$ cat src/rtl/core/wfs_pkg.sv
// ----------------------------------------------------------------------------
// wfs_pkg: shared types and constants of the waypoint follower
// Payload structs, controller state codes, command and status groups.
// ----------------------------------------------------------------------------
package wfs_pkg;

  localparam int MAX_WAYPOINTS = 16;
  localparam int SLOT_W        = $clog2(MAX_WAYPOINTS);
  localparam int TGT_W         = SLOT_W + 1;
  localparam int COORD_W       = 24;
  localparam int MAG_W         = COORD_W;          // |waypoint - position|
  localparam int SQ_W          = 2 * MAG_W + 2;    // sum of squares with headroom
  localparam int DIST_W        = MAG_W + 1;        // integer square root
  localparam int STEP_W        = 16;
  localparam int NUM_W         = MAG_W + STEP_W + 1;
  localparam int SUM_W         = 40;
  localparam int TICK_W        = 20;
  localparam int CNT_W         = 6;
  localparam int SQRT_ITER     = DIST_W;
  localparam int DIV_ITER      = NUM_W;

  localparam logic [TICK_W-1:0] TICK_MAX = {TICK_W{1'b1}};
  localparam logic [SUM_W-1:0]  SUM_MAX  = {SUM_W{1'b1}};

  // Action codes.
  localparam logic [1:0] ACT_LOAD  = 2'd0;
  localparam logic [1:0] ACT_START = 2'd1;
  localparam logic [1:0] ACT_TICK  = 2'd2;

  // Register indexes on the configuration port.
  localparam logic [1:0] REG_STEP   = 2'd0;
  localparam logic [1:0] REG_RADIUS = 2'd1;
  localparam logic [1:0] REG_ROUTE  = 2'd2;
  localparam logic [1:0] REG_LIMIT  = 2'd3;

  localparam logic [STEP_W-1:0] STEP_RESET   = 16'd51;
  localparam logic [STEP_W-1:0] RADIUS_RESET = 16'd128;
  localparam logic [TGT_W-1:0]  ROUTE_RESET  = '0;
  localparam logic [TICK_W-1:0] LIMIT_RESET  = 20'd100000;

  typedef struct packed {
    logic [1:0]               action;
    logic [3:0]               slot;
    logic signed [COORD_W-1:0] coord_x;
    logic signed [COORD_W-1:0] coord_y;
  } item_t;

  typedef struct packed {
    logic signed [COORD_W-1:0] pos_x;
    logic signed [COORD_W-1:0] pos_y;
    logic [4:0]                target_index;
    logic                      reached;
    logic                      route_done;
    logic                      timed_out;
    logic [SUM_W-1:0]          distance_total;
  } result_t;

  typedef struct packed {
    logic [STEP_W-1:0] step_length;
    logic [STEP_W-1:0] arrive_radius;
    logic [4:0]        route_length;
    logic [TICK_W-1:0] tick_limit;
  } cfg_t;

  typedef enum logic [12:0] {
    S_IDLE  = 13'b0000000000001,
    S_DIFF  = 13'b0000000000010,
    S_SQX   = 13'b0000000000100,
    S_SQY   = 13'b0000000001000,
    S_RLD   = 13'b0000000010000,
    S_SQRT  = 13'b0000000100000,
    S_CHK   = 13'b0000001000000,
    S_NUM   = 13'b0000010000000,
    S_DIV   = 13'b0000100000000,
    S_UPD   = 13'b0001000000000,
    S_SUM   = 13'b0010000000000,
    S_REACH = 13'b0100000000000,
    S_EMIT  = 13'b1000000000000
  } state_t;

  typedef struct packed {
    logic capture;
    logic diff;
    logic sq_first;
    logic sq_acc;
    logic root_load;
    logic root_step;
    logic num_load;
    logic div_step;
    logic pos_upd;
    logic sum_add;
    logic reach;
    logic axis;
  } cmd_t;

  typedef struct packed {
    logic active;
    logic dist_zero;
  } status_t;

endpackage

$ cat src/rtl/core/wfs_ctrl.sv
// ----------------------------------------------------------------------------
// wfs_ctrl: sequencer of the waypoint follower
// Steps the datapath through measure, divide, update and reach phases.
// ----------------------------------------------------------------------------
module wfs_ctrl (
  input  logic           clk,
  input  logic           rst,
  input  logic           item_valid,
  input  logic [1:0]     action,
  input  logic           result_free,
  input  wfs_pkg::status_t status,
  output wfs_pkg::cmd_t  cmd,
  output logic           item_stall,
  output logic           emit
);
  import wfs_pkg::*;

  state_t           state, state_next;
  logic [CNT_W-1:0] cnt, cnt_next;
  logic             axis, axis_next;
  logic             pass, pass_next;

  assign item_stall = (state != S_IDLE);

  always_comb begin
    state_next = state;
    cnt_next   = cnt;
    axis_next  = axis;
    pass_next  = pass;
    cmd        = '0;
    cmd.axis   = axis;
    emit       = 1'b0;
    case (state)
      S_IDLE: begin
        if (item_valid) begin
          cmd.capture = 1'b1;
          pass_next   = 1'b0;
          axis_next   = 1'b0;
          if (action == ACT_TICK && status.active) state_next = S_DIFF;
          else state_next = S_EMIT;
        end
      end
      S_DIFF: begin
        cmd.diff   = 1'b1;
        state_next = S_SQX;
      end
      S_SQX: begin
        cmd.sq_first = 1'b1;
        state_next   = S_SQY;
      end
      S_SQY: begin
        cmd.sq_acc = 1'b1;
        state_next = S_RLD;
      end
      S_RLD: begin
        cmd.root_load = 1'b1;
        cnt_next      = '0;
        state_next    = S_SQRT;
      end
      S_SQRT: begin
        cmd.root_step = 1'b1;
        cnt_next      = cnt + 1'b1;
        if (cnt == CNT_W'(SQRT_ITER - 1)) state_next = S_CHK;
      end
      S_CHK: begin
        if (pass || status.dist_zero) state_next = S_REACH;
        else state_next = S_NUM;
      end
      S_NUM: begin
        cmd.num_load = 1'b1;
        cnt_next     = '0;
        state_next   = S_DIV;
      end
      S_DIV: begin
        cmd.div_step = 1'b1;
        cnt_next     = cnt + 1'b1;
        if (cnt == CNT_W'(DIV_ITER - 1)) state_next = S_UPD;
      end
      S_UPD: begin
        cmd.pos_upd = 1'b1;
        if (!axis) begin
          axis_next  = 1'b1;
          state_next = S_NUM;
        end else begin
          state_next = S_SUM;
        end
      end
      S_SUM: begin
        cmd.sum_add = 1'b1;
        pass_next   = 1'b1;
        state_next  = S_DIFF;
      end
      S_REACH: begin
        cmd.reach  = 1'b1;
        state_next = S_EMIT;
      end
      S_EMIT: begin
        if (result_free) begin
          emit       = 1'b1;
          state_next = S_IDLE;
        end
      end
      default: state_next = S_IDLE;
    endcase
  end

  always_ff @(posedge clk) begin
    if (rst) begin
      state <= S_IDLE;
      cnt   <= '0;
      axis  <= 1'b0;
      pass  <= 1'b0;
    end else begin
      state <= state_next;
      cnt   <= cnt_next;
      axis  <= axis_next;
      pass  <= pass_next;
    end
  end

endmodule

$ cat src/rtl/core/wfs_dp.sv
// ----------------------------------------------------------------------------
// wfs_dp: datapath of the waypoint follower
// Waypoint table, position and progress state, shared multiplier,
// bit-serial square root and restoring divider.
// ----------------------------------------------------------------------------
module wfs_dp (
  input  logic             clk,
  input  logic             rst,
  input  wfs_pkg::cmd_t    cmd,
  input  wfs_pkg::item_t   item,
  input  wfs_pkg::cfg_t    cfg,
  output wfs_pkg::status_t status,
  output wfs_pkg::result_t view
);
  import wfs_pkg::*;

  logic signed [COORD_W-1:0] wp_x [MAX_WAYPOINTS];
  logic signed [COORD_W-1:0] wp_y [MAX_WAYPOINTS];

  logic signed [COORD_W-1:0] pos_x, pos_y;
  logic [TGT_W-1:0]          target;
  logic [SUM_W-1:0]          dist_sum;
  logic [TICK_W-1:0]         tick_cnt;
  logic                      hit;

  logic [MAG_W-1:0]  ax, ay;
  logic              sx, sy;
  logic [SQ_W-1:0]   sq;
  logic [SQ_W-1:0]   rn, root, rbit;
  logic [NUM_W-1:0]  num, quo;
  logic [DIST_W:0]   rem;

  logic [TGT_W-1:0]  len;
  logic [DIST_W-1:0] span;
  logic [STEP_W-1:0] step_eff;
  logic [MAG_W-1:0]  mul_a, mul_b;
  logic [2*MAG_W-1:0] mul_p;
  logic [SQ_W-1:0]   rtry;
  logic [DIST_W:0]   rem_sh;
  logic signed [COORD_W:0] dx, dy;
  logic signed [COORD_W-1:0] tx, ty;
  logic [MAG_W-1:0]  q;
  logic              done;

  assign len  = (cfg.route_length > 5'(MAX_WAYPOINTS)) ? TGT_W'(MAX_WAYPOINTS)
                                                       : cfg.route_length[TGT_W-1:0];
  assign span = root[DIST_W-1:0];
  assign step_eff = ({{(DIST_W-STEP_W){1'b0}}, cfg.step_length} > span)
                    ? span[STEP_W-1:0] : cfg.step_length;
  assign done = (target >= len);

  assign status.active    = !done && (tick_cnt < cfg.tick_limit);
  assign status.dist_zero = (span == '0);

  assign tx = wp_x[target[SLOT_W-1:0]];
  assign ty = wp_y[target[SLOT_W-1:0]];
  assign dx = {tx[COORD_W-1], tx} - {pos_x[COORD_W-1], pos_x};
  assign dy = {ty[COORD_W-1], ty} - {pos_y[COORD_W-1], pos_y};

  always_comb begin
    if (cmd.sq_first) begin
      mul_a = ax;
      mul_b = ax;
    end else if (cmd.sq_acc) begin
      mul_a = ay;
      mul_b = ay;
    end else begin
      mul_a = cmd.axis ? ay : ax;
      mul_b = {{(MAG_W-STEP_W){1'b0}}, step_eff};
    end
  end
  assign mul_p = mul_a * mul_b;

  assign rtry   = root + rbit;
  assign rem_sh = {rem[DIST_W-1:0], num[NUM_W-1]};
  assign q      = quo[MAG_W-1:0];

  always_ff @(posedge clk) begin
    if (cmd.capture && item.action == ACT_LOAD) begin
      wp_x[item.slot[SLOT_W-1:0]] <= item.coord_x;
      wp_y[item.slot[SLOT_W-1:0]] <= item.coord_y;
    end
    if (cmd.diff) begin
      sx <= dx[COORD_W];
      sy <= dy[COORD_W];
      ax <= dx[COORD_W] ? MAG_W'(-dx) : dx[MAG_W-1:0];
      ay <= dy[COORD_W] ? MAG_W'(-dy) : dy[MAG_W-1:0];
    end
    if (cmd.sq_first) sq <= {2'b00, mul_p};
    if (cmd.sq_acc)   sq <= sq + {2'b00, mul_p};
    if (cmd.root_load) begin
      rn   <= sq;
      root <= '0;
      rbit <= SQ_W'(1) << (2 * (SQRT_ITER - 1));
    end
    if (cmd.root_step) begin
      if (rn >= rtry) begin
        rn   <= rn - rtry;
        root <= (root >> 1) + rbit;
      end else begin
        root <= root >> 1;
      end
      rbit <= rbit >> 2;
    end
    if (cmd.num_load) begin
      num <= mul_p[NUM_W-1:0] + NUM_W'(span >> 1);
      quo <= '0;
      rem <= '0;
    end
    if (cmd.div_step) begin
      num <= num << 1;
      if (rem_sh >= {1'b0, span}) begin
        rem <= rem_sh - {1'b0, span};
        quo <= {quo[NUM_W-2:0], 1'b1};
      end else begin
        rem <= rem_sh;
        quo <= {quo[NUM_W-2:0], 1'b0};
      end
    end
  end

  always_ff @(posedge clk) begin
    if (rst) begin
      pos_x    <= '0;
      pos_y    <= '0;
      target   <= '0;
      dist_sum <= '0;
      tick_cnt <= '0;
      hit      <= 1'b0;
    end else begin
      if (cmd.capture) begin
        hit <= 1'b0;
        if (item.action == ACT_START) begin
          pos_x    <= item.coord_x;
          pos_y    <= item.coord_y;
          target   <= '0;
          dist_sum <= '0;
          tick_cnt <= '0;
        end
      end
      if (cmd.pos_upd) begin
        if (!cmd.axis) pos_x <= sx ? pos_x - q : pos_x + q;
        else pos_y <= sy ? pos_y - q : pos_y + q;
      end
      if (cmd.sum_add) begin
        if ({1'b0, dist_sum} + (SUM_W+1)'(step_eff) > {1'b0, SUM_MAX}) dist_sum <= SUM_MAX;
        else dist_sum <= dist_sum + SUM_W'(step_eff);
      end
      if (cmd.reach) begin
        if (span < DIST_W'(cfg.arrive_radius)) begin
          hit    <= 1'b1;
          target <= target + 1'b1;
        end
        if (tick_cnt != TICK_MAX) tick_cnt <= tick_cnt + 1'b1;
      end
    end
  end

  assign view.pos_x          = pos_x;
  assign view.pos_y          = pos_y;
  assign view.target_index   = 5'(target);
  assign view.reached        = hit;
  assign view.route_done     = done;
  assign view.timed_out      = !done && (tick_cnt >= cfg.tick_limit);
  assign view.distance_total = dist_sum;

endmodule

$ cat src/rtl/core/waypoint_follow_step.sv
// ----------------------------------------------------------------------------
// waypoint_follow_step: fixed-point waypoint follower, one tick per item
// Top level with configuration registers, controller, datapath and
// result register.
// ----------------------------------------------------------------------------
// The item channel carries load, start and tick actions; each accepted
// transfer produces exactly one result transfer that reports the vehicle
// position, target index, status flags and distance total after that item.
// Load, start, idle ticks and undefined actions go from capture straight to
// the emit state. A moving tick measures the distance with a bit-serial
// square root, divides each axis with a restoring divider and then measures
// again; a tick at zero distance only measures. These two units set the
// throughput: one item is in flight at a time.
// The result register decouples the sides: a new item is accepted while an
// earlier result still waits under result_stall, and the controller holds
// its finished result until the register frees up.
// Reset clears the position, progress, counters and configuration to their
// defaults; the waypoint table holds no defined contents until loaded.
// The user writes configuration over the APB-style port only while the
// block is idle; the block itself does not enforce this.
// ----------------------------------------------------------------------------
module waypoint_follow_step (
  input  logic              clk,
  input  logic              rst,
  input  logic              item_valid,
  output logic              item_stall,
  input  wfs_pkg::item_t    item,
  output logic              result_valid,
  input  logic              result_stall,
  output wfs_pkg::result_t  result,
  input  logic              psel,
  input  logic              penable,
  input  logic              pwrite,
  input  logic [3:0]        paddr,
  input  logic [31:0]       pwdata,
  output logic [31:0]       prdata,
  output logic              pready
);
  import wfs_pkg::*;

  cfg_t    cfg;
  cmd_t    cmd;
  status_t status;
  result_t view;
  logic    emit;
  logic    result_free;
  logic    cfg_wr;

  // Configuration registers; a write lands on the access phase.
  assign pready = 1'b1;
  assign cfg_wr = psel && penable && pwrite;

  always_ff @(posedge clk) begin
    if (rst) begin
      cfg.step_length   <= STEP_RESET;
      cfg.arrive_radius <= RADIUS_RESET;
      cfg.route_length  <= 5'(ROUTE_RESET);
      cfg.tick_limit    <= LIMIT_RESET;
    end else if (cfg_wr) begin
      case (paddr[3:2])
        REG_STEP:   cfg.step_length   <= pwdata[STEP_W-1:0];
        REG_RADIUS: cfg.arrive_radius <= pwdata[STEP_W-1:0];
        REG_ROUTE:  cfg.route_length  <= pwdata[4:0];
        REG_LIMIT:  cfg.tick_limit    <= pwdata[TICK_W-1:0];
        default: ;
      endcase
    end
  end

  always_comb begin
    case (paddr[3:2])
      REG_STEP:   prdata = {16'd0, cfg.step_length};
      REG_RADIUS: prdata = {16'd0, cfg.arrive_radius};
      REG_ROUTE:  prdata = {27'd0, cfg.route_length};
      REG_LIMIT:  prdata = {12'd0, cfg.tick_limit};
      default:    prdata = '0;
    endcase
  end

  // The result register can take a new result when it is empty or its
  // current transfer completes this cycle.
  assign result_free = !result_valid || !result_stall;

  wfs_ctrl u_ctrl (
    .clk         (clk),
    .rst         (rst),
    .item_valid  (item_valid),
    .action      (item.action),
    .result_free (result_free),
    .status      (status),
    .cmd         (cmd),
    .item_stall  (item_stall),
    .emit        (emit)
  );

  wfs_dp u_dp (
    .clk    (clk),
    .rst    (rst),
    .cmd    (cmd),
    .item   (item),
    .cfg    (cfg),
    .status (status),
    .view   (view)
  );

  always_ff @(posedge clk) begin
    if (rst) begin
      result_valid <= 1'b0;
    end else if (emit) begin
      result_valid <= 1'b1;
    end else if (!result_stall) begin
      result_valid <= 1'b0;
    end
  end

  always_ff @(posedge clk) begin
    if (emit) result <= view;
  end

endmodule

$ cat config.mk
export PLATFORM = sky130hd
export DESIGN_NAME = waypoint_follow_step
export DESIGN_NICKNAME = d
export VERILOG_FILES = /design/src/rtl/core/wfs_pkg.sv /design/src/rtl/core/wfs_ctrl.sv /design/src/rtl/core/wfs_dp.sv /design/src/rtl/core/waypoint_follow_step.sv
export SDC_FILE = /design/constraint.sdc
export NUM_CORES = 2
export LEC_CHECK = 0
export BUFFER_PORTS_ARGS = -buffer_cell sky130_fd_sc_hd__clkbuf_2
export CAP_MARGIN = 20
export CELL_PAD_IN_SITES_DETAIL_PLACEMENT = 1
export CELL_PAD_IN_SITES_GLOBAL_PLACEMENT = 1
export CORE_MARGIN = 2
export CORE_UTILIZATION = 45
export CTS_CLUSTER_DIAMETER = 100
export DETAILED_ROUTE_END_ITERATION = 16
export PLACE_DENSITY = 0.74
export SYNTH_ARGS = -nofsm -noshare
export SYNTH_HDL_FRONTEND = slang
export SYNTH_HIERARCHICAL = 1
export SYNTH_SLANG_ARGS = --single-unit
$ cat constraint.sdc
create_clock -name clk -period 21.8 [get_ports clk]
set_clock_uncertainty 0.05 [all_clocks]
set_input_delay 1.09 -clock clk [delete_from_list [all_inputs] [get_ports clk]]
set_output_delay 1.09 -clock clk [all_outputs]
set_load 0.02 [all_outputs]
# Yosys cells after proc, flatten, opt, wreduce, memory -nomap -nowiden
# Memory sizes are Yosys's and may differ from the RTL's. A register that Yosys moved wholly into a read port is not among the register bits.
# Index checks and enable logic that the tools add are counted.
dict set report word_totals {
  input_bits 97
  elab_cells 210
  rom_bits 0
  memories 2
  latch_bits 0
  register_bits 604
  mem_bits_rw 768
  output_inout_bits 131
}
dict set report classes {
  add_sub_neg 19
  order_cmp 9
  muxes 85
  n_eq_ne 27
  bitwise_logic 0
  shifts 0
  n_mul 1
  reduce_logical 32
  div_mod_pow 0
}
# memory words word_bits rd rd_ports_with_merged_regs write_ports line
set memory_table {}
lappend memory_table {u_dp.wp_x 16 24 1 1 1 wfs_dp.sv:17} ;# logic signed [COORD_W-1:0] wp_x [MAX_WAYPOINTS];
lappend memory_table {u_dp.wp_y 16 24 1 1 1 wfs_dp.sv:18} ;# logic signed [COORD_W-1:0] wp_y [MAX_WAYPOINTS];
# cell count
set op_table {}
lappend op_table {{$mux 24} 19}
lappend op_table {{$mux 50} 8}
lappend op_table {{$pmux 13 s13} 1}
lappend op_table {{$mux 40} 4}
lappend op_table {{$pmux 32 s4} 1}
lappend op_table {{$mux 47} 2}
lappend op_table {{$mux 41} 2}
lappend op_table {{$mux 20} 4}
lappend op_table {{$mux 25} 3}
lappend op_table {{$mux 13} 5}
lappend op_table {{$add 49x49->50} 1}
lappend op_table {{$add 50x48->50} 1}
lappend op_table {{$add 50x49->50} 1}
lappend op_table {{$ge 50x50->1} 1}
lappend op_table {{$sub 24x24->25} 2}
lappend op_table {{$sub 50x50->50} 1}
lappend op_table {{$add 24x24->24} 2}
lappend op_table {{$mul 24x24->48} 1}
lappend op_table {{$neg 24->24} 2}
lappend op_table {{$sub 24x24->24} 2}
lappend op_table {{$add 40x16->41} 1}
lappend op_table {{$add 41x24->41} 1}
lappend op_table {{$gt 41x40->1 const B} 1}
lappend op_table {{$add 40x16->40} 1}
lappend op_table {{other kinds (49)} 106}

# Depth between registers and ports, before layout
dict set report depth {
  word_depth 9
  depth_mapped 53
  depth_no_buf 48
}

# By module
# Netlist, hierarchy kept.
# mod cells_per_inst area_each_um2 n_inst seq_area_each_um2
set modules_own_cells {}
lappend modules_own_cells {wfs_dp 7861 86427.9 1 34282.9}
lappend modules_own_cells {waypoint_follow_step 404 5783.0 1 4043.9}
lappend modules_own_cells {wfs_ctrl 159 1322.5 1 420.4}

# Worst setup path after synthesis
# Ideal clock, no wire load.
dict set report synth_path {
  path_type {register -> register}
  startpoint {register u_ctrl.state[4]}
  endpoint {register u_dp.sq[46], data pin}
  arrival_ns 12.074
  setup_slack_ns 9.416
  synth_period_minus_slack_ns 12.384
  stages_incl_launch_ff 44
  required_ns 21.490
  n_path_buf 5
  setup_ns 0.260
  path_cell_list {dfxtp_1 > buf_4 > or4_4 > nor3_2 > nand2b_1 > nor3_1 > clkbuf_1 > nor2_1 > inv_1 > clkbuf_1 > buf_1 > nor2_1 > a21oi_1 > fa_1 > fa_1 > fa_1 > fa_1 > inv_1 > [... 8 more ...] > nand3_1 > nand3_1 > nor2_1 > o21ai_1 > xor2_1 > ha_1 > clkbuf_1 > a21o_1 > a21o_1 > a21o_1 > a21o_1 > a21o_1 > a21o_1 > a21oi_1 > o31ai_1 > a211oi_1 > xnor2_1 > mux2_2}
}
# item line
set synth_rtl {}
lappend synth_rtl {{start, declared} wfs_ctrl.sv:18} ;# state_t state, state_next;
lappend synth_rtl {{start signal, assigned} wfs_ctrl.sv:114} ;# state <= state_next;
lappend synth_rtl {{end signal, assigned} wfs_dp.sv:89} ;# if (cmd.sq_first) sq <= {2'b00, mul_p};
lappend synth_rtl {{end signal, assigned} wfs_dp.sv:90} ;# if (cmd.sq_acc) sq <= sq + {2'b00, mul_p};
lappend synth_rtl {{end, declared} wfs_dp.sv:28} ;# logic [SQ_W-1:0] sq;

==> flow_summary.yaml <==
finish:
  finalNonFillerCells: 11400
  multi_input_area_mm2: 0.0503
  final_util_pct: 49.7
  fill_cells: 22000
  syn2layout_area_growth_pct: 9.96
  seq_area_mm2: 0.0388
  layout-drive-gt1-share_pct: 12.0
  fin_nets: 9681
timing:
  drv_slew: 0
  timing.fmax_mhz: 67.6
  post-route-period-util_pct: 67.9
  worst_slew_pin_slew_ns: 1.30
  finalHoldViolCount: 0
  setup_violations: 0
  slew_headroom_pct: 13.5
  layout_setup_ws_ns: 7.01
  rsz0062_at_grt: "false"
  fin_crit_ns: 14.79
  setup_tns_ns: 0
worst_hold_path:
  min_path_type: "reg -> reg"
  min_from: "u_dp/hit$_SDFF_PP0_"
  min_to: "result[42]$_DFFE_PP_"
  worst_hold_path.num_cells: 0
global_route:
  grt_max_degree: 97
  grt_first_pass_wirelength_um: 464000
  grt_overflow: 0
  grt_pass1_vias: 73600
  track_usage_pct: 29.0
  antenna_found_initial: 19
place:
  place_congestion: 0.968
  detailedPlace.worstSlack_ns: 7.38
  place_hpwl_um: 220000
  port-buffer-count: 200
  place_inst: 11100
setup_path:
  r2r-end: "u_dp/sq[48]$_SDFFCE_PN0P_"
  worst-path-max-fanout: 57
  ff2ff_path_depth: 41
  crit_arrival_ns: 15.29
  crit_slowest_cell: "clkinv_1"
  ff2ff_setup_slack_ns: 7.01
  endpoint_kind: "flip-flop"
  slowest_delay_ns: 0.94
  critPathLaunchType: "flip-flop"
  crit_required_ns: 22.30
  crit_path_frequent_cell: "fa_1"
  worst-setup-path-type: "reg -> reg"
  reg2reg_from: "u_ctrl/state[7]$_SDFFE_PP0P_"
floorplanning:
  initial_core_util_pct: 45.2
  ios: 228
  core_mm2: 0.207
  die_w_um: 460
  die_y_um: 460
  die_area_mm2: 0.212
  num_rows: 167
cts:
  cts_made_buffers: 154
  ctsHoldBuffers: 0
  cts_tree: "built"
  numClockSinks: 1372
  post-cts-setup-buffer-count: 0
  cts_resized: 0
  cts_root_buf: "clkbuf_16"
  clk_path_buf_depth: 3
  worstSkewPairLatency_ns: 0.84
  htree_levels: 4
  clk_transition_reported_paths_ns: 0.06
drt:
  drtPass1Iterations: 5
  wl_per_cell_um: 27.1
  ant_nets: 0
  vias_per_cell: 6.07
  vias: 69100
  drt-total-wl_um: 309000
  drc_errors: 0
  drt_iter0_drc: 5098
logic_synthesis:
  ys_ff_latch: 1372
  syn_area_mm2: 0.0935
  yosys_warnings: 6
  synthArstFlopShare_pct: 0
  synth_cell_types: 130
  synth-seq-area-share_pct: 41.4
  synth_area_per_cell_um2: 11.1
  syn_inst: 8424
  synth_top_flop_cell: "edfxtp_1"
  synth-edff-count: 1127
outcome:
  status: "complete, no violations"
power:
  powerDensity_mw_per_mm2: 62.0
  peakVddDrop_v: 0.0000899
  leakage_uw: 0.0400
run:
  cap_violations: 0
[kinds of logic (layout without fill, tap and decap cells)]
group / after synthesis / in the layout / synth area share (%)
AND/OR/NAND/NOR: 2076 / 2076 / 10.7
AO/OA/AOI/OAI: 1810 / 1810 / 12.5
flip-flops: 1372 / 1372 / 41.4
buffers and inverters: 1225 / 1464 / 5.06
adder cells (fa/ha/maj): 1040 / 1040 / 17.9
multiplexers: 461 / 461 / 8.30
XOR/XNOR: 438 / 438 / 4.10
other: 2 / 20 / 0.00803
[cell type report]
class	count	area share (%)
antenna	7	0.0170
clock buffer	201	4.05
clock inverter	85	0.899
inverter	838	3.06
multi-input combinational	5838	48.9
sequential	1372	37.7
tap	2704	3.29
timing repair buffer	340	2.05
[placed cells by master (no fill, tap or decap), drive strengths merged, types with 38 or more instances in the layout]
cell type / Yosys / final
edfxtp: 1127 / 1127
inv: 837 / 846
nand2: 635 / 635
nor2: 609 / 609
ha: 549 / 549
a21oi: 511 / 511
fa: 491 / 491
clkbuf: 307 / 402
o21ai: 387 / 387
xnor2: 283 / 283
mux4: 245 / 245
dfxtp: 245 / 245
a31oi: 172 / 172
a21o: 171 / 171
xor2: 155 / 155
mux2i: 150 / 150
buf: 80 / 138
nand3: 131 / 131
and2: 104 / 104
o21a: 101 / 101
nand2b: 100 / 100
nor3: 91 / 91
nor2b: 82 / 82
and3: 68 / 68
mux2: 66 / 66
clkinv: 1 / 64
nand4: 61 / 61
a311oi: 55 / 55
o21bai: 50 / 50
a211oi: 48 / 48
o211ai: 42 / 42
or3: 41 / 41
a21boi: 38 / 38
[layer usage]
layer	vias up	GRT usage, %	part of all wire [%]
li1	30400	-	-
met1	35600	35.7	39
met2	2328	49.9	49
met3	698	4.98	6.3
met4	16	12.8	4.9
met5	-	0.138	0.033
[critical path: cells and delay by family (launching register included)]
kind | cells | cell delay (ns)
compound gates | 12 | 4.43
fa+ha+maj | 9 | 4.20
buf+inv | 8 | 2.32
simple gates | 10 | 2.27
xor+xnor | 2 | 0.74
flops | 1 | 0.40
[how the worst max path moves through the flow]
| stage | from | end |
|---|---|---|
| 2_1_floorplan | u_ctrl/state[4]$_SDFFE_PP0P_ | u_dp/sq[46]$_DFFE_PP_ |
| 3_3_place_gp | u_ctrl/state[7]$_SDFFE_PP0P_ | u_dp/sq[49]$_SDFFCE_PN0P_ |
| 3_5_place_dp | u_ctrl/state[7]$_SDFFE_PP0P_ | u_dp/sq[49]$_SDFFCE_PN0P_ |
| 4_1_cts | u_ctrl/state[7]$_SDFFE_PP0P_ | u_dp/sq[49]$_SDFFCE_PN0P_ |
| 5_1_grt | u_ctrl/state[7]$_SDFFE_PP0P_ | u_dp/sq[49]$_SDFFCE_PN0P_ |
| 6_report | u_ctrl/state[7]$_SDFFE_PP0P_ | u_dp/sq[48]$_SDFFCE_PN0P_ |
[synthesized netlist by cell type (103+ instances only)]
library cell / number / area, um2
fa_1: 491 / 9830
a31oi_1: 171 / 1070
nand2_1: 634 / 2380
clkbuf_1: 306 / 1150
a21o_1: 170 / 1280
mux4_2: 245 / 5520
edfxtp_1: 1127 / 33800
nand3_1: 129 / 646
ha_1: 549 / 6870
nor2_1: 606 / 2270
dfxtp_1: 245 / 4900
and2_1: 103 / 644
o21ai_0: 364 / 1820
a21oi_1: 509 / 2550
mux2i_1: 150 / 1500
xor2_1: 155 / 1360
xnor2_1: 283 / 2480
inv_1: 837 / 3140
[state kept, by name, summed over array words and instances, names as in the netlist, 25 cells and up]
register and flops:
u_dp/sq 50, result 96, cfg 57, u_dp/wp_y 384, u_dp/num 41, u_dp/dist_sum 40
u_dp/rem 25, u_dp/root 50, u_dp/rn 50, u_dp/rbit 25, u_dp/wp_x 384
[report_power, final]
group	internal (uW)	total (uW)	switching, uW	leakage (uW)
clock	1470	2630	1160	0.00246
sequential	2850	2870	16.1	0.0118
combinational	328	876	548	0.0257
[metrics by stage]
stage	cell area [um2]	power, uW	hold slack, ns
2_1_floorplan	93600	3530	0.373
3_3_place_gp	97700	3760	0.367
3_5_place_dp	97700	3790	0.375
4_1_cts	103000	6420	0.390
5_1_grt	103000	6600	0.417
6_report	103000	6370	0.396
(Power assumes the default switching activity.)
